### src/i2cmts_pkg.sv
// ----------------------------------------------------------------------------
// i2cmts_pkg
// Types, codes and microcode store of the I2C master transfer sequencer.
// ----------------------------------------------------------------------------
package i2cmts_pkg;

  localparam int unsigned FIFO_DEPTH_DEF = 16;
  localparam int unsigned BATCH_MAX      = 16;

  localparam int unsigned CMD_W   = 3;
  localparam int unsigned KIND_W  = 3;
  localparam int unsigned WORD_W  = 11;
  localparam int unsigned BYTE_W  = 8;
  localparam int unsigned THR_W   = 4;
  localparam int unsigned ADDR_W  = 10;
  localparam int unsigned COUNT_W = 16;
  localparam int unsigned CFG_IDX_W  = 2;
  localparam int unsigned CFG_DATA_W = 16;
  localparam int unsigned PC_W    = 5;

  // command word flag bits
  localparam logic [WORD_W-1:0] CMDW_READ    = 11'h100;
  localparam logic [WORD_W-1:0] CMDW_STOP    = 11'h200;
  localparam logic [WORD_W-1:0] CMDW_RESTART = 11'h400;

  typedef logic [PC_W-1:0] pc_t;

  typedef enum logic [CMD_W-1:0] {
    CMD_START    = 3'd0,
    CMD_TX_SPACE = 3'd1,
    CMD_TX_EMPTY = 3'd2,
    CMD_RX_BYTE  = 3'd3,
    CMD_STOP     = 3'd4,
    CMD_ERROR    = 3'd5
  } cmd_e;

  typedef enum logic [KIND_W-1:0] {
    KIND_MASK = 3'd0,
    KIND_CMD  = 3'd1,
    KIND_RXB  = 3'd2,
    KIND_DONE = 3'd3,
    KIND_FAIL = 3'd4
  } kind_e;

  typedef enum logic [CFG_IDX_W-1:0] {
    REG_TARGET_ADDR = 2'd0,
    REG_WRITE_COUNT = 2'd1,
    REG_READ_COUNT  = 2'd2
  } cfg_reg_e;

  typedef enum logic [1:0] {
    PH_IDLE  = 2'd0,
    PH_WRITE = 2'd1,
    PH_READ  = 2'd2
  } phase_e;

  // condition tested by a microcode step
  typedef enum logic [2:0] {
    T_NONE,
    T_TX_OK,
    T_TXE_OK,
    T_RX_OK,
    T_IDLE,
    T_STOP_RD,
    T_BATCH_ZERO,
    T_MORE
  } test_e;

  // datapath action of a microcode step
  typedef enum logic [2:0] {
    ACT_NONE,
    ACT_START,
    ACT_WRITE,
    ACT_BATCH,
    ACT_READ,
    ACT_RX,
    ACT_TO_READ,
    ACT_IDLE
  } act_e;

  typedef struct packed {
    logic  dispatch;
    test_e test;
    logic  jump_on;
    pc_t   target;
    logic  halt;
    act_e  act;
    logic  emit;
    kind_e kind;
    logic  use_thr;
    logic  last;
  } ucode_t;

  // program addresses
  localparam pc_t PC_DISP  = 5'd0;
  localparam pc_t PC_START = 5'd1;
  localparam pc_t PC_TX    = 5'd2;
  localparam pc_t PC_TX_WR = 5'd3;
  localparam pc_t PC_TXE   = 5'd4;
  localparam pc_t PC_BATCH = 5'd5;
  localparam pc_t PC_BZERO = 5'd6;
  localparam pc_t PC_RDLP  = 5'd7;
  localparam pc_t PC_EMPTY = 5'd8;
  localparam pc_t PC_RX    = 5'd9;
  localparam pc_t PC_RX_PS = 5'd10;
  localparam pc_t PC_STOP  = 5'd11;
  localparam pc_t PC_STRD  = 5'd12;
  localparam pc_t PC_TORD  = 5'd13;
  localparam pc_t PC_DONE  = 5'd14;
  localparam pc_t PC_ERR   = 5'd15;
  localparam pc_t PC_FAIL  = 5'd16;
  localparam pc_t PC_END   = 5'd17;

  function automatic ucode_t uw(logic disp, test_e t, logic jon, pc_t tgt, logic halt,
                                act_e a, logic emit, kind_e k, logic thr, logic last);
    ucode_t w;
    w.dispatch = disp;
    w.test     = t;
    w.jump_on  = jon;
    w.target   = tgt;
    w.halt     = halt;
    w.act      = a;
    w.emit     = emit;
    w.kind     = k;
    w.use_thr  = thr;
    w.last     = last;
    return w;
  endfunction

  // microcode store
  function automatic ucode_t ucode_rom(pc_t pc);
    ucode_t w;
    unique case (pc)
      PC_DISP:  w = uw(1'b1, T_NONE, 1'b0, PC_END, 1'b0, ACT_NONE, 1'b0, KIND_MASK, 1'b0, 1'b0);
      PC_START: w = uw(1'b0, T_NONE, 1'b0, PC_END, 1'b1, ACT_START, 1'b1, KIND_MASK, 1'b0, 1'b1);
      PC_TX:    w = uw(1'b0, T_TX_OK, 1'b0, PC_END, 1'b0, ACT_NONE, 1'b0, KIND_MASK, 1'b0, 1'b0);
      PC_TX_WR: w = uw(1'b0, T_NONE, 1'b0, PC_END, 1'b1, ACT_WRITE, 1'b1, KIND_CMD, 1'b0, 1'b1);
      PC_TXE:   w = uw(1'b0, T_TXE_OK, 1'b0, PC_END, 1'b0, ACT_NONE, 1'b0, KIND_MASK, 1'b0, 1'b0);
      PC_BATCH: w = uw(1'b0, T_NONE, 1'b0, PC_END, 1'b0, ACT_BATCH, 1'b0, KIND_MASK, 1'b0, 1'b0);
      PC_BZERO: w = uw(1'b0, T_BATCH_ZERO, 1'b1, PC_EMPTY, 1'b0, ACT_NONE, 1'b0, KIND_MASK,
                       1'b0, 1'b0);
      PC_RDLP:  w = uw(1'b0, T_MORE, 1'b1, PC_RDLP, 1'b1, ACT_READ, 1'b1, KIND_CMD, 1'b1, 1'b0);
      PC_EMPTY: w = uw(1'b0, T_NONE, 1'b0, PC_END, 1'b1, ACT_NONE, 1'b1, KIND_MASK, 1'b1, 1'b1);
      PC_RX:    w = uw(1'b0, T_RX_OK, 1'b0, PC_END, 1'b0, ACT_NONE, 1'b0, KIND_MASK, 1'b0, 1'b0);
      PC_RX_PS: w = uw(1'b0, T_NONE, 1'b0, PC_END, 1'b1, ACT_RX, 1'b1, KIND_RXB, 1'b0, 1'b1);
      PC_STOP:  w = uw(1'b0, T_IDLE, 1'b1, PC_END, 1'b0, ACT_NONE, 1'b0, KIND_MASK, 1'b0, 1'b0);
      PC_STRD:  w = uw(1'b0, T_STOP_RD, 1'b0, PC_DONE, 1'b0, ACT_NONE, 1'b0, KIND_MASK,
                       1'b0, 1'b0);
      PC_TORD:  w = uw(1'b0, T_NONE, 1'b0, PC_END, 1'b1, ACT_TO_READ, 1'b1, KIND_MASK,
                       1'b0, 1'b1);
      PC_DONE:  w = uw(1'b0, T_NONE, 1'b0, PC_END, 1'b1, ACT_IDLE, 1'b1, KIND_DONE, 1'b0, 1'b1);
      PC_ERR:   w = uw(1'b0, T_IDLE, 1'b1, PC_END, 1'b0, ACT_NONE, 1'b0, KIND_MASK, 1'b0, 1'b0);
      PC_FAIL:  w = uw(1'b0, T_NONE, 1'b0, PC_END, 1'b1, ACT_IDLE, 1'b1, KIND_FAIL, 1'b0, 1'b1);
      default:  w = uw(1'b0, T_NONE, 1'b0, PC_END, 1'b1, ACT_NONE, 1'b0, KIND_MASK, 1'b0, 1'b0);
    endcase
    return w;
  endfunction

  // entry point of each command's routine
  function automatic pc_t cmd_entry(logic [CMD_W-1:0] c);
    pc_t p;
    unique case (c)
      CMD_START:    p = PC_START;
      CMD_TX_SPACE: p = PC_TX;
      CMD_TX_EMPTY: p = PC_TXE;
      CMD_RX_BYTE:  p = PC_RX;
      CMD_STOP:     p = PC_STOP;
      CMD_ERROR:    p = PC_ERR;
      default:      p = PC_END;
    endcase
    return p;
  endfunction

endpackage

### src/i2cmts_in_if.sv
// ----------------------------------------------------------------------------
// i2cmts_in_if
// Event channel into the sequencer: valid/ready with one event per beat.
// ----------------------------------------------------------------------------
interface i2cmts_in_if;
  logic       valid;
  logic       ready;
  logic [2:0] command;
  logic [7:0] tx_byte;
  logic [7:0] rx_data;
  logic       rx_fifo_drained;
  logic       arb_lost_flag;
  logic       overrun_flag;

  modport source (
    output valid, command, tx_byte, rx_data, rx_fifo_drained, arb_lost_flag, overrun_flag,
    input  ready
  );
  modport sink (
    input  valid, command, tx_byte, rx_data, rx_fifo_drained, arb_lost_flag, overrun_flag,
    output ready
  );
endinterface

### src/i2cmts_out_if.sv
// ----------------------------------------------------------------------------
// i2cmts_out_if
// Result channel out of the sequencer: valid/ready with one result per beat.
// ----------------------------------------------------------------------------
interface i2cmts_out_if;
  logic        valid;
  logic        ready;
  logic [2:0]  kind;
  logic [10:0] cmd_word;
  logic [7:0]  rx_byte;
  logic [3:0]  rx_threshold;
  logic        tx_empty_irq_on;
  logic        rx_full_irq_on;
  logic        arb_lost;
  logic        overrun;
  logic [9:0]  address_out;
  logic        last;

  modport source (
    output valid, kind, cmd_word, rx_byte, rx_threshold, tx_empty_irq_on, rx_full_irq_on,
           arb_lost, overrun, address_out, last,
    input  ready
  );
  modport sink (
    input  valid, kind, cmd_word, rx_byte, rx_threshold, tx_empty_irq_on, rx_full_irq_on,
           arb_lost, overrun, address_out, last,
    output ready
  );
endinterface

### src/i2c_master_transfer_sequencer.sv
// ----------------------------------------------------------------------------
// i2c_master_transfer_sequencer
// Microcoded sequencer for one I2C master write-then-read transfer.
// ----------------------------------------------------------------------------
// Takes one controller event per beat on item_i and answers with zero or more
// result beats on result_o, the final one of each event flagged by last. An
// event is taken only while the sequencer is free; the microcode then runs
// one step per cycle: a dispatch step, then the routine of the command.
// A tx empty event is ignored, answered with a bare mask update when the read
// request is empty, or answered with one read command per read left, up to
// min(FIFO_DEPTH,16) per batch. The input reopens in the cycle after the last
// step. A step that emits a result waits while the output register is still
// full and not taken; the next event is accepted as soon as the last step of
// the previous one has run, even if its result still waits. Configuration
// (target address, write and read counts) is written through
// cfg_we_i/cfg_idx_i/cfg_data_i; the user must write it only while no event
// is in progress, which the block itself does not enforce.
// ----------------------------------------------------------------------------
module i2c_master_transfer_sequencer
  import i2cmts_pkg::*;
#(
  parameter int unsigned FIFO_DEPTH = FIFO_DEPTH_DEF
) (
  input  logic                  clk_i,
  input  logic                  rst_ni,
  input  logic                  cfg_we_i,
  input  logic [CFG_IDX_W-1:0]  cfg_idx_i,
  input  logic [CFG_DATA_W-1:0] cfg_data_i,
  i2cmts_in_if.sink             item_i,
  i2cmts_out_if.source          result_o
);

  // read batch size cap and the width of the batch counter
  localparam int unsigned Cap  = (FIFO_DEPTH < BATCH_MAX) ? FIFO_DEPTH : BATCH_MAX;
  localparam int unsigned CntW = $clog2(Cap + 1);

  // configuration registers
  logic [ADDR_W-1:0]  tgt_addr_q;
  logic [COUNT_W-1:0] wr_cnt_q, rd_cnt_q;

  // transfer state
  phase_e             phase_q, phase_d;
  logic [COUNT_W-1:0] writes_left_q, writes_left_d;
  logic [COUNT_W-1:0] reads_left_q, reads_left_d;
  logic               restart_q, restart_d;
  logic               tx_en_q, tx_en_d;
  logic               rx_en_q, rx_en_d;

  // sequencer
  logic               busy_q, busy_d;
  pc_t                pc_q, pc_d;
  logic [CntW-1:0]    cnt_q, cnt_d;
  logic [THR_W-1:0]   thr_q, thr_d;
  ucode_t             cw;
  logic               tres, jump, fire, accept;

  // latched event
  logic [CMD_W-1:0]   cmd_q;
  logic [BYTE_W-1:0]  tx_byte_q, rx_data_q;
  logic               drained_q, arb_q, ovr_q;

  // output register
  logic               out_valid_q;
  logic [KIND_W-1:0]  kind_q;
  logic [WORD_W-1:0]  word_q, word_d;
  logic [BYTE_W-1:0]  rxb_q;
  logic [THR_W-1:0]   othr_q;
  logic               otx_q, orx_q, oarb_q, oovr_q, olast_q;
  logic [ADDR_W-1:0]  oaddr_q;

  // ---------------------------------------------------------------------------
  // Configuration writes
  // ---------------------------------------------------------------------------
  always_ff @(posedge clk_i or negedge rst_ni) begin
    if (!rst_ni) begin
      tgt_addr_q <= '0;
      wr_cnt_q   <= '0;
      rd_cnt_q   <= '0;
    end else if (cfg_we_i) begin
      unique case (cfg_idx_i)
        REG_TARGET_ADDR: tgt_addr_q <= cfg_data_i[ADDR_W-1:0];
        REG_WRITE_COUNT: wr_cnt_q   <= cfg_data_i[COUNT_W-1:0];
        REG_READ_COUNT:  rd_cnt_q   <= cfg_data_i[COUNT_W-1:0];
        default: ;
      endcase
    end
  end

  // ---------------------------------------------------------------------------
  // Handshakes: take an event only while no routine runs; a step that emits
  // runs only when the output register is free or being emptied.
  // ---------------------------------------------------------------------------
  assign item_i.ready = !busy_q;
  assign accept       = item_i.valid && !busy_q;
  assign cw           = ucode_rom(pc_q);
  assign fire         = busy_q && (!cw.emit || !out_valid_q || result_o.ready);

  // ---------------------------------------------------------------------------
  // Condition under test of the current step
  // ---------------------------------------------------------------------------
  always_comb begin
    unique case (cw.test)
      T_TX_OK:      tres = (phase_q == PH_WRITE) && (writes_left_q != '0);
      T_TXE_OK:     tres = (phase_q == PH_READ) && tx_en_q;
      T_RX_OK:      tres = (phase_q == PH_READ) && rx_en_q;
      T_IDLE:       tres = (phase_q == PH_IDLE);
      T_STOP_RD:    tres = (phase_q == PH_WRITE) && (reads_left_q != '0);
      T_BATCH_ZERO: tres = (cnt_q == '0);
      T_MORE:       tres = (cnt_q > CntW'(1));
      default:      tres = 1'b0;
    endcase
  end

  assign jump = (cw.test != T_NONE) && (tres == cw.jump_on);

  // ---------------------------------------------------------------------------
  // Step counter: dispatch, jump, advance or halt
  // ---------------------------------------------------------------------------
  always_comb begin
    busy_d = busy_q;
    pc_d   = pc_q;
    if (accept) begin
      busy_d = 1'b1;
      pc_d   = PC_DISP;
    end else if (fire) begin
      priority if (cw.dispatch) begin
        pc_d = cmd_entry(cmd_q);
      end else if (jump) begin
        pc_d = cw.target;
      end else if (cw.halt) begin
        busy_d = 1'b0;
      end else begin
        pc_d = pc_q + pc_t'(1);
      end
    end
  end

  // ---------------------------------------------------------------------------
  // Datapath: the action of the current step
  // ---------------------------------------------------------------------------
  always_comb begin
    phase_d       = phase_q;
    writes_left_d = writes_left_q;
    reads_left_d  = reads_left_q;
    restart_d     = restart_q;
    tx_en_d       = tx_en_q;
    rx_en_d       = rx_en_q;
    cnt_d         = cnt_q;
    thr_d         = thr_q;
    word_d        = '0;
    if (fire) begin
      unique case (cw.act)
        ACT_START: begin
          writes_left_d = wr_cnt_q;
          reads_left_d  = rd_cnt_q;
          restart_d     = 1'b0;
          phase_d       = (wr_cnt_q != '0) ? PH_WRITE : PH_READ;
          tx_en_d       = 1'b1;
          rx_en_d       = 1'b0;
        end
        ACT_WRITE: begin
          // stop goes with the final byte of the write phase
          word_d        = {{(WORD_W-BYTE_W){1'b0}}, tx_byte_q}
                          | ((writes_left_q == COUNT_W'(1)) ? CMDW_STOP : '0);
          writes_left_d = writes_left_q - COUNT_W'(1);
          if (writes_left_q == COUNT_W'(1)) begin
            tx_en_d = 1'b0;
          end
        end
        ACT_BATCH: begin
          cnt_d   = (reads_left_q < COUNT_W'(Cap)) ? reads_left_q[CntW-1:0] : CntW'(Cap);
          thr_d   = (cnt_d > CntW'(1)) ? THR_W'(cnt_d - CntW'(1)) : '0;
          tx_en_d = 1'b0;
          rx_en_d = 1'b1;
        end
        ACT_READ: begin
          // restart rides on the first read after the write phase
          word_d       = CMDW_READ
                         | (restart_q ? CMDW_RESTART : '0)
                         | ((reads_left_q == COUNT_W'(1)) ? CMDW_STOP : '0);
          restart_d    = 1'b0;
          reads_left_d = reads_left_q - COUNT_W'(1);
          cnt_d        = cnt_q - CntW'(1);
        end
        ACT_RX: begin
          if (drained_q) begin
            if (reads_left_q == '0) begin
              rx_en_d = 1'b0;
              tx_en_d = 1'b0;
            end else begin
              tx_en_d = 1'b1;
            end
          end
        end
        ACT_TO_READ: begin
          phase_d   = PH_READ;
          restart_d = 1'b1;
          tx_en_d   = 1'b1;
        end
        ACT_IDLE: begin
          phase_d = PH_IDLE;
          tx_en_d = 1'b0;
          rx_en_d = 1'b0;
        end
        default: ;
      endcase
    end
  end

  // ---------------------------------------------------------------------------
  // State registers
  // ---------------------------------------------------------------------------
  always_ff @(posedge clk_i or negedge rst_ni) begin
    if (!rst_ni) begin
      phase_q       <= PH_IDLE;
      writes_left_q <= '0;
      reads_left_q  <= '0;
      restart_q     <= 1'b0;
      tx_en_q       <= 1'b0;
      rx_en_q       <= 1'b0;
      busy_q        <= 1'b0;
      pc_q          <= PC_DISP;
      cnt_q         <= '0;
      thr_q         <= '0;
    end else begin
      phase_q       <= phase_d;
      writes_left_q <= writes_left_d;
      reads_left_q  <= reads_left_d;
      restart_q     <= restart_d;
      tx_en_q       <= tx_en_d;
      rx_en_q       <= rx_en_d;
      busy_q        <= busy_d;
      pc_q          <= pc_d;
      cnt_q         <= cnt_d;
      thr_q         <= thr_d;
    end
  end

  // hold the accepted event for the routine
  always_ff @(posedge clk_i) begin
    if (accept) begin
      cmd_q     <= item_i.command;
      tx_byte_q <= item_i.tx_byte;
      rx_data_q <= item_i.rx_data;
      drained_q <= item_i.rx_fifo_drained;
      arb_q     <= item_i.arb_lost_flag;
      ovr_q     <= item_i.overrun_flag;
    end
  end

  // ---------------------------------------------------------------------------
  // Output register: load on an emitting step, drop once taken
  // ---------------------------------------------------------------------------
  always_ff @(posedge clk_i or negedge rst_ni) begin
    if (!rst_ni) begin
      out_valid_q <= 1'b0;
    end else if (fire && cw.emit) begin
      out_valid_q <= 1'b1;
    end else if (result_o.ready) begin
      out_valid_q <= 1'b0;
    end
  end

  always_ff @(posedge clk_i) begin
    if (fire && cw.emit) begin
      kind_q  <= cw.kind;
      word_q  <= word_d;
      rxb_q   <= (cw.act == ACT_RX) ? rx_data_q : '0;
      othr_q  <= cw.use_thr ? thr_q : '0;
      otx_q   <= tx_en_d;
      orx_q   <= rx_en_d;
      oarb_q  <= (cw.kind == KIND_FAIL) ? arb_q : 1'b0;
      oovr_q  <= (cw.kind == KIND_FAIL) ? ovr_q : 1'b0;
      oaddr_q <= (cw.act == ACT_START) ? tgt_addr_q : '0;
      olast_q <= cw.last || ((cw.act == ACT_READ) && (cnt_q == CntW'(1)));
    end
  end

  assign result_o.valid           = out_valid_q;
  assign result_o.kind            = kind_q;
  assign result_o.cmd_word        = word_q;
  assign result_o.rx_byte         = rxb_q;
  assign result_o.rx_threshold    = othr_q;
  assign result_o.tx_empty_irq_on = otx_q;
  assign result_o.rx_full_irq_on  = orx_q;
  assign result_o.arb_lost        = oarb_q;
  assign result_o.overrun         = oovr_q;
  assign result_o.address_out     = oaddr_q;
  assign result_o.last            = olast_q;

  // ---------------------------------------------------------------------------
  // Assertions
  // ---------------------------------------------------------------------------
  // batch counter never exceeds the cap
  a_cnt_cap: assert property (@(posedge clk_i) disable iff (!rst_ni)
    cnt_q <= CntW'(Cap))
    else $error("read batch counter above cap");

  // reads are only outstanding in a batch while in the read phase
  a_batch_phase: assert property (@(posedge clk_i) disable iff (!rst_ni)
    (cnt_q != '0) |-> (phase_q == PH_READ))
    else $error("read batch pending outside read phase");

  // each read command takes exactly one off the reads left
  a_read_dec: assert property (@(posedge clk_i) disable iff (!rst_ni)
    (fire && (cw.act == ACT_READ)) |=> (reads_left_q == $past(reads_left_q) - COUNT_W'(1)))
    else $error("reads left not decremented by a read command");

  // the final emitting step of a routine flags its result as last
  a_halt_last: assert property (@(posedge clk_i) disable iff (!rst_ni)
    (fire && cw.emit && cw.halt && !jump) |=> (result_o.valid && result_o.last))
    else $error("final result of an event not marked last");

endmodule
### src/flat_wrapper.sv
// flat-port wrapper written by rule: the top's interface ports become plain ports
module i2c_master_transfer_sequencer_flat import i2cmts_pkg::*;
#(
  parameter int unsigned FIFO_DEPTH = FIFO_DEPTH_DEF
)
  (clk_i, rst_ni, cfg_we_i, cfg_idx_i, cfg_data_i, item_i_valid, item_i_command, item_i_tx_byte, item_i_rx_data, item_i_rx_fifo_drained, item_i_arb_lost_flag, item_i_overrun_flag, item_i_ready, result_o_valid, result_o_kind, result_o_cmd_word, result_o_rx_byte, result_o_rx_threshold, result_o_tx_empty_irq_on, result_o_rx_full_irq_on, result_o_arb_lost, result_o_overrun, result_o_address_out, result_o_last, result_o_ready);
  i2cmts_in_if item_i_i ();
  i2cmts_out_if result_o_i ();
  input  logic clk_i;
  input  logic rst_ni;
  input  logic cfg_we_i;
  input  logic [CFG_IDX_W-1:0] cfg_idx_i;
  input  logic [CFG_DATA_W-1:0] cfg_data_i;
  input wire logic [$bits(item_i_i.valid)-1:0] item_i_valid;
  input wire logic [$bits(item_i_i.command)-1:0] item_i_command;
  input wire logic [$bits(item_i_i.tx_byte)-1:0] item_i_tx_byte;
  input wire logic [$bits(item_i_i.rx_data)-1:0] item_i_rx_data;
  input wire logic [$bits(item_i_i.rx_fifo_drained)-1:0] item_i_rx_fifo_drained;
  input wire logic [$bits(item_i_i.arb_lost_flag)-1:0] item_i_arb_lost_flag;
  input wire logic [$bits(item_i_i.overrun_flag)-1:0] item_i_overrun_flag;
  output wire logic [$bits(item_i_i.ready)-1:0] item_i_ready;
  output wire logic [$bits(result_o_i.valid)-1:0] result_o_valid;
  output wire logic [$bits(result_o_i.kind)-1:0] result_o_kind;
  output wire logic [$bits(result_o_i.cmd_word)-1:0] result_o_cmd_word;
  output wire logic [$bits(result_o_i.rx_byte)-1:0] result_o_rx_byte;
  output wire logic [$bits(result_o_i.rx_threshold)-1:0] result_o_rx_threshold;
  output wire logic [$bits(result_o_i.tx_empty_irq_on)-1:0] result_o_tx_empty_irq_on;
  output wire logic [$bits(result_o_i.rx_full_irq_on)-1:0] result_o_rx_full_irq_on;
  output wire logic [$bits(result_o_i.arb_lost)-1:0] result_o_arb_lost;
  output wire logic [$bits(result_o_i.overrun)-1:0] result_o_overrun;
  output wire logic [$bits(result_o_i.address_out)-1:0] result_o_address_out;
  output wire logic [$bits(result_o_i.last)-1:0] result_o_last;
  input wire logic [$bits(result_o_i.ready)-1:0] result_o_ready;
  assign item_i_i.valid = item_i_valid;
  assign item_i_i.command = item_i_command;
  assign item_i_i.tx_byte = item_i_tx_byte;
  assign item_i_i.rx_data = item_i_rx_data;
  assign item_i_i.rx_fifo_drained = item_i_rx_fifo_drained;
  assign item_i_i.arb_lost_flag = item_i_arb_lost_flag;
  assign item_i_i.overrun_flag = item_i_overrun_flag;
  assign item_i_ready = item_i_i.ready;
  assign result_o_valid = result_o_i.valid;
  assign result_o_kind = result_o_i.kind;
  assign result_o_cmd_word = result_o_i.cmd_word;
  assign result_o_rx_byte = result_o_i.rx_byte;
  assign result_o_rx_threshold = result_o_i.rx_threshold;
  assign result_o_tx_empty_irq_on = result_o_i.tx_empty_irq_on;
  assign result_o_rx_full_irq_on = result_o_i.rx_full_irq_on;
  assign result_o_arb_lost = result_o_i.arb_lost;
  assign result_o_overrun = result_o_i.overrun;
  assign result_o_address_out = result_o_i.address_out;
  assign result_o_last = result_o_i.last;
  assign result_o_i.ready = result_o_ready;
  i2c_master_transfer_sequencer #(.FIFO_DEPTH(FIFO_DEPTH)) u_core (.clk_i(clk_i), .rst_ni(rst_ni), .cfg_we_i(cfg_we_i), .cfg_idx_i(cfg_idx_i), .cfg_data_i(cfg_data_i), .item_i(item_i_i), .result_o(result_o_i));
endmodule
### config.mk
export PLATFORM = sky130hd
export DESIGN_NAME = i2c_master_transfer_sequencer_flat
export DESIGN_NICKNAME = d
export VERILOG_FILES = /design/src/i2cmts_pkg.sv /design/src/i2cmts_in_if.sv /design/src/i2cmts_out_if.sv /design/src/i2c_master_transfer_sequencer.sv /design/src/flat_wrapper.sv
export SDC_FILE = /design/constraint.sdc
export NUM_CORES = 1
export LEC_CHECK = 0
export BUFFER_PORTS_ARGS = -buffer_cell sky130_fd_sc_hd__buf_2
export CORE_AREA = 2 2 142 144
export DETAILED_ROUTE_END_ITERATION = 16
export DIE_AREA = 0 0 144 146
export PLACE_DENSITY = 0.59
export SYNTH_ARGS = -nofsm -noshare
export SYNTH_HDL_FRONTEND = slang
export SYNTH_SLANG_ARGS = --single-unit
### constraint.sdc
create_clock -name clk_i -period 5.1 [get_ports clk_i]
set_clock_uncertainty 0.05 [all_clocks]
set_input_delay 0.255 -clock clk_i [delete_from_list [all_inputs] [get_ports clk_i]]
set_output_delay 0.255 -clock clk_i [all_outputs]
set_load 0.01 [all_outputs]
==> results.md, run 1 <==
- Sequential share of the synthesized area: 55.7%
- Crit share post-route: 76.2%
- Max IR drop VDD: 0.385 mV
- Via density: 5.29
- Std cell rows: 51
- CTS clk-pin slew, worst paths: 70 ps
- Most frequent cell after synthesis: dfrtp_1
- Total global routing overflow: 0
- Finished Core Util: 47.9%
- Clk_lat worst skew: 430 ps
- Clock share of power: 22.4%
- Fmax: 0.257 GHz
- Ant diodes: 0
- Placed Instance Area: 0.00844 sq mm
- CTS tree: done
- Die width: 144 um
- Unique masters post-synth: 62
- Crit Path Max Fanout: 24
- Die area: 0.0210 sq mm
- Worst path arrival time: 4140 ps
- Post-CTS Setup Inserts: 0
- Gates resized, CTS repair: 0
- Final Hold Viols: 0
- Ys Warns: 0
- CTS Root Cell: clkbuf_16
- Commonest cells post-synth: dfrtp_1, edfxtp_1, nor2_1
- Clock sink total: 158
- Core area: 0.0193 sq mm
- Port Buffers: 87
- Num CTS Buffers: 17
- DRT Wirelength: 18,200 um
- Synth-to-layout area growth: 20.9%
- Hold depth: 2
- Type of origin of the critical path: register
- Fin area: 0.00926 sq mm
- Max Slew Vio Count: 0
- Min-Delay Endpoint: u_core.wr_cnt_q[11]
- Post-synth EDFFs: 63
- DP Worst Slack: 1260 ps
- CTS max path bufs: 2
- Number of DRC markers in iteration 0: 365
- Final nets: 885
- Initial antenna violation count: 0
- Synth area leaders: dfrtp_1, edfxtp_1, mux2_2
- Final Setup Violations: 0
- Vias in the first global route: 5,684
- Sw frac: 39.8%
- Syn Nets: 774
- Largest net degree at the start of global routing: 55
- Worst R2R Setup Slack: 1210 ps
- Static leakage: 0.00389 uW
- Starting Density: 39.6%
- Gr usage total: 18.1%
- Relative slew margins: 37.7%
- Via count of the routed design: 5,829
- Die H: 146 um
- P per Cell Area: 616 mW/mm^2
- Pint: 3430 uW
- Seq pwr share: 38.5%
- DRC Markers: 0
- Part of the power in combinational logic: 39.1%
- Synthesized area per cell: 10.8 sq um
- Synthesized cell area: 0.00766 sq mm
- RR Endpoint: u_core.reads_left_q[10]
- DR pass1 iterations: 5
- Synthesis-stage register bit count: 158
- Worst-Margin Slew: 932 ps
- Max Cap Viol: 0
- Post-synth ARST share: 60.1%
- Setup TNS: 0 ps
- Post-synth top area share: 31.0%
- Unrepaired setup endpoints after global routing: no
- CP Data Required Time: 5350 ps
- GPL Wtd Cong: 0.847
- Worst Reg-to-Reg Cells: 10
- I/O Pins: 88
- Crit. End Element: register
- Antenna viol nets, final: 0
- Predominant post-synthesis flop cell: dfrtp_1
- Hold Crit Start: cfg_data_i[11]
- NetSw: 2270 uW
- Status: completed
- Kind of critical path: register to register
- DR WL/cell: 16.5 um
- Post-DP HPWL: 12,500 um
- First-pass GRT wire length: 29,800 um
- Syn Inst Count: 712
- RR Startpoint: u_core.pc_q[2]
- Yosys top cell by area: dfrtp_1
- Worst setup margin: 1210 ps
- Post-CTS Hold Fix Bufs: 23
- Crit path time final: 3890 ps
- Share of cells above drive strength 1: 23.3%
- H-Tree Depth: 4
- Worst min-delay path category: input port to register
- Fin Hold WS: 28.5 ps
cells in the final DEF (no fill, tap or decap), drive strengths merged, types with 4 or more instances in the layout:
master       netlist  final
buf                6     99
dfrtp             95     95
edfxtp            63     63
nor2              61     61
o21ai             59     59
a21oi             56     56
mux2              44     44
nand2             41     41
inv               25     33
nor3              26     26
dlygate4sd3        0     23
and3              22     22
nand3             21     21
and2              20     20
clkbuf            24     18
ha                17     17
nor4              14     14
o22ai             11     11
or3               10     10
a31oi              8      8
nand4              8      8
o31ai              7      7
mux2i              6      6
nor2b              6      6
nor3b              6      6
or2                5      5
a2bb2oi            4      4
a211o              4      4
or4                4      4
clkinv             1      4
power groups by stage:
| stage | Sequential [uW] | Combinational, uW | Clock, uW |
|---|---|---|---|
| global route | 2260 | 2510 | 1350 |
| CTS | 2190 | 2240 | 1300 |
| floorplan | 2200 | 1480 | 0 |
| finish | 2190 | 2230 | 1280 |
| detailed placement | 2210 | 2220 | 0 |
| global placement | 2210 | 2200 | 0 |
cell families (layout without fill, tap and decap cells):
family                     count (synthesis)  in the layout  share of synthesized area [%]
adders and majority gates                 17             17                           2.78
xor gates and xnor gates                   4              4                          0.457
DFF                                      158            158                           55.7
muxes                                     51             51                           7.54
and+or+nand+nor                          257            257                           17.9
AOI/OAI and AO/OA                        169            169                           12.8
buffers and inverters                     56            180                           2.82
state kept, by name, indices dropped and copies added, names as in the netlist, 4 cells and up:
name	count
u_core.writes_left_q	16
u_core.pc_q	5
u_core.reads_left_q	16
u_core.rx_data_q	8
u_core.rd_cnt_q	16
u_core.result_o.rx_byte	8
u_core.tgt_addr_q	10
u_core.thr_q	4
u_core.cnt_q	5
u_core.result_o.cmd_word	11
u_core.result_o.address_out	10
u_core.wr_cnt_q	16
u_core.tx_byte_q	8
u_core.result_o.rx_threshold	4
critical path, cell delays in order, from the launching register on:
cell     delay, ps
dfrtp_1        780
ha_1           240
nor2b_1        240
a21oi_1         70
nor2_1         560
nor2_1         210
nor3_2         580
o21ai_1        450
buf_4          320
o21ai_0        150
o21ai_0        100
per-layer routing:
metal | global-route usage [%] | vias to the layer above | routed length, um
li1 | - | 2842 | -
met1 | 25.3 | 2803 | 8520
met2 | 28.4 | 160 | 8690
met3 | 3.42 | 24 | 659
met4 | 6.18 | 0 | 349
met5 | 0 | - | 0
worst max-delay path by stage:
stage | start | endpoint | slack, ps | cells past startpoint
after detailed placement | u_core.pc_q[2] | u_core.reads_left_q[15] | 1260 | 10
after global routing | u_core.pc_q[2] | u_core.reads_left_q[4] | 730 | 10
after floorplan | u_core.pc_q[0] | u_core.result_o.address_out[0] | 520 | 10
after CTS | u_core.pc_q[2] | u_core.reads_left_q[10] | 1230 | 10
after global placement | u_core.pc_q[2] | u_core.reads_left_q[9] | 1340 | 10
final | u_core.pc_q[2] | u_core.reads_left_q[10] | 1210 | 10
layout make-up:
cell class / instances / area (sq um)
Multi-Input combinational cell: 498 / 3200
Clock inverter: 14 / 143
Sequential cell: 158 / 4270
Fill cell: 1803 / 10100
Inverter: 26 / 97.6
Clock buffer: 18 / 450
Timing Repair Buffer: 122 / 771
Tap cell: 265 / 332
stage by stage:
stage,power [uW],instances
CTS,5730,1101
global placement,4400,1046
global route,6110,1101
detailed placement,4430,1046
floorplan,3680,712
finish,5700,1101
Note: power is estimated with default switching activity, not from simulation.
==> inputs of run 2 (changes only) <==
==> constraint.sdc (replaced) <==
create_clock -name clk_i -period 4.1 [get_ports clk_i]
set_clock_uncertainty 0.05 [all_clocks]
set_input_delay 0.205 -clock clk_i [delete_from_list [all_inputs] [get_ports clk_i]]
set_output_delay 0.205 -clock clk_i [all_outputs]
set_load 0.01 [all_outputs]
==> results.md, run 2 (synthesis results as in run 1) <==
- Setup TNS: 0 ps
- Final nets: 900
- Total global routing overflow: 0
- Register area: 0.00427 sq mm
- Ant diodes: 0
- Clock sink total: 158
- Type of origin of the critical path: register
- Layout Cells excl Fill: 1,116
- Total placed cells including tap cells: 1,050
- Port Buffers: 87
- Crit Path Max Fanout: 22
- Kind of critical path: register to register
- Core area: 0.0193 sq mm
- CTS tree: done
- Commonest non-fill, non-tap cells in the layout: dfrtp_1, buf_2, edfxtp_1
- Final Hold Viols: 0
- Std cell rows: 51
- Initial antenna violation count: 0
- Static leakage: 0.00397 uW
- CTS max path bufs: 2
- Number of DRC markers in iteration 0: 406
- Fin Hold WS: 5.85 ps
- Post-CTS Setup Inserts: 0
- Max Cap Viol: 0
- CTS clk-pin slew, worst paths: 70 ps
- CTS Root Cell: clkbuf_16
- Fmax: 0.284 GHz
- Crit path time final: 3520 ps
- DRC Markers: 0
- DRT Wirelength: 18,400 um
- Gr usage total: 18.2%
- Via density: 5.25
- Relative slew margins: 38.6%
- Starting Density: 39.6%
- DR pass1 iterations: 5
- Origin of the worst setup path: u_core.pc_q[0]
- Status: completed
- Post-DP HPWL: 12,600 um
- CP Data Required Time: 4350 ps
- Vias in the first global route: 5,606
- Worst min-delay path category: input port to register
- Area of the multi-input gates: 0.00320 sq mm
- GPL Wtd Cong: 0.843
- First-pass GRT wire length: 30,000 um
- I/O Pins: 88
- Worst R2R Setup Slack: 580 ps
- RR Endpoint: u_core.reads_left_q[5]
- Most common cell after layout, fill and taps aside: dfrtp_1
- Share of cells above drive strength 1: 23.4%
- Crit. End Element: register
- Crit share post-route: 85.9%
- Largest net degree at the start of global routing: 55
- Num CTS Buffers: 17
- H-Tree Depth: 4
- Die width: 144 um
- Worst path arrival time: 3780 ps
- Die H: 146 um
- Max Slew Vio Count: 0
- Clk_lat worst skew: 430 ps
- DR WL/cell: 16.5 um
- P per Cell Area: 761 mW/mm^2
- Fill cell count: 1,768
- Final Setup Violations: 0
- Worst Reg-to-Reg Cells: 12
- Unrepaired setup endpoints after global routing: no
- Antenna viol nets, final: 0
- Synth-to-layout area growth: 23.2%
- Worst-Margin Slew: 920 ps
- RR Startpoint: u_core.pc_q[0]
- End of the critical path: u_core.reads_left_q[5]
- Hold depth: 2
- Via count of the routed design: 5,863
- Die area: 0.0210 sq mm
- Max IR drop VDD: 0.373 mV
run 2: worst min-delay path by stage:
| stage | to | slack (ps) | from |
|---|---|---|---|
| 2_1_floorplan | u_core.busy_q | -140 | rst_ni |
| 3_3_place_gp | u_core.pc_q[3] | 270 | rst_ni |
| 3_5_place_dp | u_core.pc_q[3] | 260 | rst_ni |
| 4_1_cts | u_core.tgt_addr_q[1] | 0.9 | cfg_data_i[1] |
| 5_1_grt | u_core.rd_cnt_q[4] | 3 | cfg_data_i[4] |
| 6_report | u_core.rd_cnt_q[10] | 6 | cfg_data_i[10] |
run 2: metal layers:
layer / up-vias / global-route usage, % / routed length [um]
li1: 2874 / - / -
met1: 2866 / 25.1 / 8470
met2: 102 / 29.3 / 9120
met3: 21 / 3.42 / 549
met4: 0 / 5.20 / 273
met5: - / 0 / 0
run 2: per-stage QoR:
step	utilization, %	worst slack, ps	total power [uW]	cell area [sq um]
after floorplan	-	452	4580	7670
after global placement	43.9	598	5520	8480
after detailed placement	43.9	426	5550	8480
after CTS	48.8	381	7240	9430
after global routing	48.8	213	7690	9440
final	48.8	576	7180	9440
run 2: power by group:
part / internal (uW) / total [uW] / switching [uW]
Sequential: 2310 / 2730 / 417
Clock: 911 / 1630 / 721
Combinational: 1100 / 2820 / 1720
Total: 4320 / 7180 / 2860
run 2: timing repair:
| action | CTS | global route |
|---|---|---|
| setup endpoints to repair | 0 | 1 |
| hold endpoints to repair | 91 | 1 |
| hold buffers | 33 | 1 |
| gates resized for setup | 0 | 1 |
run 2: cell type report:
class | instances | share of cell area (%)
clock inverters | 14 | 1.79
multi-input cells | 498 | 33.9
clock buffers | 18 | 4.77
repair buffers | 137 | 9.78
flip-flops and latches | 158 | 45.2
well taps | 265 | 3.51
inverters | 26 | 1.03
run 2: critical path, stage by stage (launching register included):
cell	delay, ps
dfrtp_1	510
ha_1	370
ha_1	190
nor2b_1	240
a21oi_1	90
nor2_2	360
nor2_1	170
nor3_2	200
buf_4	280
o21ai_1	320
buf_4	310
o21ai_0	190
o21ai_0	110
==> inputs of run 3 (changes only) <==
==> constraint.sdc (replaced) <==
create_clock -name clk_i -period 3.8 [get_ports clk_i]
set_clock_uncertainty 0.05 [all_clocks]
set_input_delay 0.19 -clock clk_i [delete_from_list [all_inputs] [get_ports clk_i]]
set_output_delay 0.19 -clock clk_i [all_outputs]
set_load 0.01 [all_outputs]
==> results.md, run 3 (synthesis results as in run 1) <==
- Status: completed
- Pint: 4570 uW
- Max IR drop VDD: 0.390 mV
- Final nets: 906
- Synth-to-layout area growth: 23.6%
- Sw frac: 40.7%
- Die H: 146 um
- Fill cell count: 1,767
- Starting Density: 39.6%
- Max Slew Vio Count: 0
- H-Tree Depth: 4
- DR pass1 iterations: 5
- Crit. End Element: register
- Type of origin of the critical path: register
- Core area: 0.0193 sq mm
- Total placed cells including tap cells: 1,052
- Worst min-delay path category: input port to register
- Num CTS Buffers: 17
- Final Hold Viols: 0
- Most common cell after layout, fill and taps aside: dfrtp_1
- Kind of critical path: register to register
- Worst-Margin Slew: 978 ps
- CTS clk-pin slew, worst paths: 80 ps
- Worst setup margin: 452 ps
- Relative slew margins: 34.8%
- Setup TNS: 0 ps
- Seq pwr share: 38.0%
- Worst path arrival time: 3610 ps
- First-pass GRT wire length: 29,800 um
- Total global routing overflow: 0
- Clock sink total: 158
- Post-CTS Setup Inserts: 0
- Antenna viol nets, final: 0
- Die area: 0.0210 sq mm
- DRT Wirelength: 18,200 um
- Via count of the routed design: 5,869
- Port Buffers: 87
- Vias in the first global route: 5,667
- GPL Wtd Cong: 0.864
- Commonest non-fill, non-tap cells in the layout: dfrtp_1, buf_2, edfxtp_1
- NetSw: 3140 uW
- Post-DP HPWL: 12,600 um
- DRC Markers: 0
- CTS tree: done
- Number of DRC markers in iteration 0: 338
- Gr usage total: 18.1%
- Finished Core Util: 49.0%
- Initial antenna violation count: 0
- Crit Path Max Fanout: 10
- Fin area: 0.00947 sq mm
- Part of the power in combinational logic: 39.5%
- CTS max path bufs: 2
- DP Worst Slack: 374 ps
- P per Cell Area: 814 mW/mm^2
- Die width: 144 um
- Std cell rows: 51
- Clk_lat worst skew: 430 ps
- Static leakage: 0.00398 uW
- Crit share post-route: 88.1%
- Final Setup Violations: 0
- Placed Instance Area: 0.00848 sq mm
- Unrepaired setup endpoints after global routing: no
- I/O Pins: 88
- Crit path time final: 3350 ps
- Layout Cells excl Fill: 1,122
- Register area: 0.00427 sq mm
- Clock share of power: 22.5%
- Share of cells above drive strength 1: 23.6%
- Area of the multi-input gates: 0.00320 sq mm
- Ant diodes: 0
- DR WL/cell: 16.3 um
- Largest net degree at the start of global routing: 71
- CTS Root Cell: clkbuf_16
- CP Data Required Time: 4060 ps
- Max Cap Viol: 0
- Via density: 5.23
- Fmax: 0.299 GHz
## run 3: path summary, 6_finish.rpt
check | start | end | slack, ps | depth (start not counted)
min in group asynchronous | rst_ni | u_core.pc_q[3] | 380 | 2
worst max-delay path | u_core.pc_q[0] | u_core.pc_q[0] | 450 | 11
worst max register to register | u_core.pc_q[0] | u_core.pc_q[0] | 450 | 11
worst min-delay path | cfg_data_i[4] | u_core.tgt_addr_q[4] | 5 | 2
max in group asynchronous | rst_ni | u_core.cnt_q[0] | 2330 | 3
worst min register to register | u_core.thr_q[2] | u_core.thr_q[2] | 420 | 2
## run 3: layout make-up
class	count	area share (%)
Multi-Input combinational cell	498	33.8
Timing Repair Buffer	143	10.2
Tap cell	265	3.50
Sequential cell	158	45.1
Clock inverter	15	1.90
Clock buffer	17	4.49
Inverter	26	1.03
## run 3: per-stage QoR
| step | hold slack [ps] | total power [uW] |
|---|---|---|
| 6_report | 5.19 | 7710 |
| 5_1_grt | 7.80 | 8280 |
| 4_1_cts | 2.35 | 7760 |
| 3_5_place_dp | 318 | 5970 |
| 3_3_place_gp | 317 | 5940 |
| 2_1_floorplan | -156 | 4940 |
## run 3: layer usage
layer	wire (um)	track usage, %	share of wire, %
met4	254	5.44	1.4
met1	8610	25.5	47
met3	592	3.16	3.2
met5	0	0	0
met2	8790	28.6	48
## run 3: power by group through the flow
stage | combinational, uW | clock [uW] | sequential (uW)
2_1_floorplan | 1990 | 0 | 2950
6_report | 3040 | 1740 | 2930
4_1_cts | 3060 | 1780 | 2930
3_5_place_dp | 3020 | 0 | 2960
3_3_place_gp | 2980 | 0 | 2960
5_1_grt | 3420 | 1850 | 3020
## run 3: what timing repair did
| item | 4_1_cts | 5_1_grt |
|---|---|---|
| hold endpoints to repair | 130 | 0 |
| hold buffers | 38 | 0 |
| gates resized for setup | 0 | 1 |
| setup endpoints to repair | 0 | 7 |
## run 3: worst max-delay path, stage by stage (launching register included)
cell and delay [ps]:
dfrtp_1 490, inv_1 100, ha_1 270, mux4_2 560
o21ai_0 120, mux2_2 350, a21oi_1 210, a21oi_1 130
nor2_2 400, a31o_2 360, nor2b_4 60, mux2i_1 110
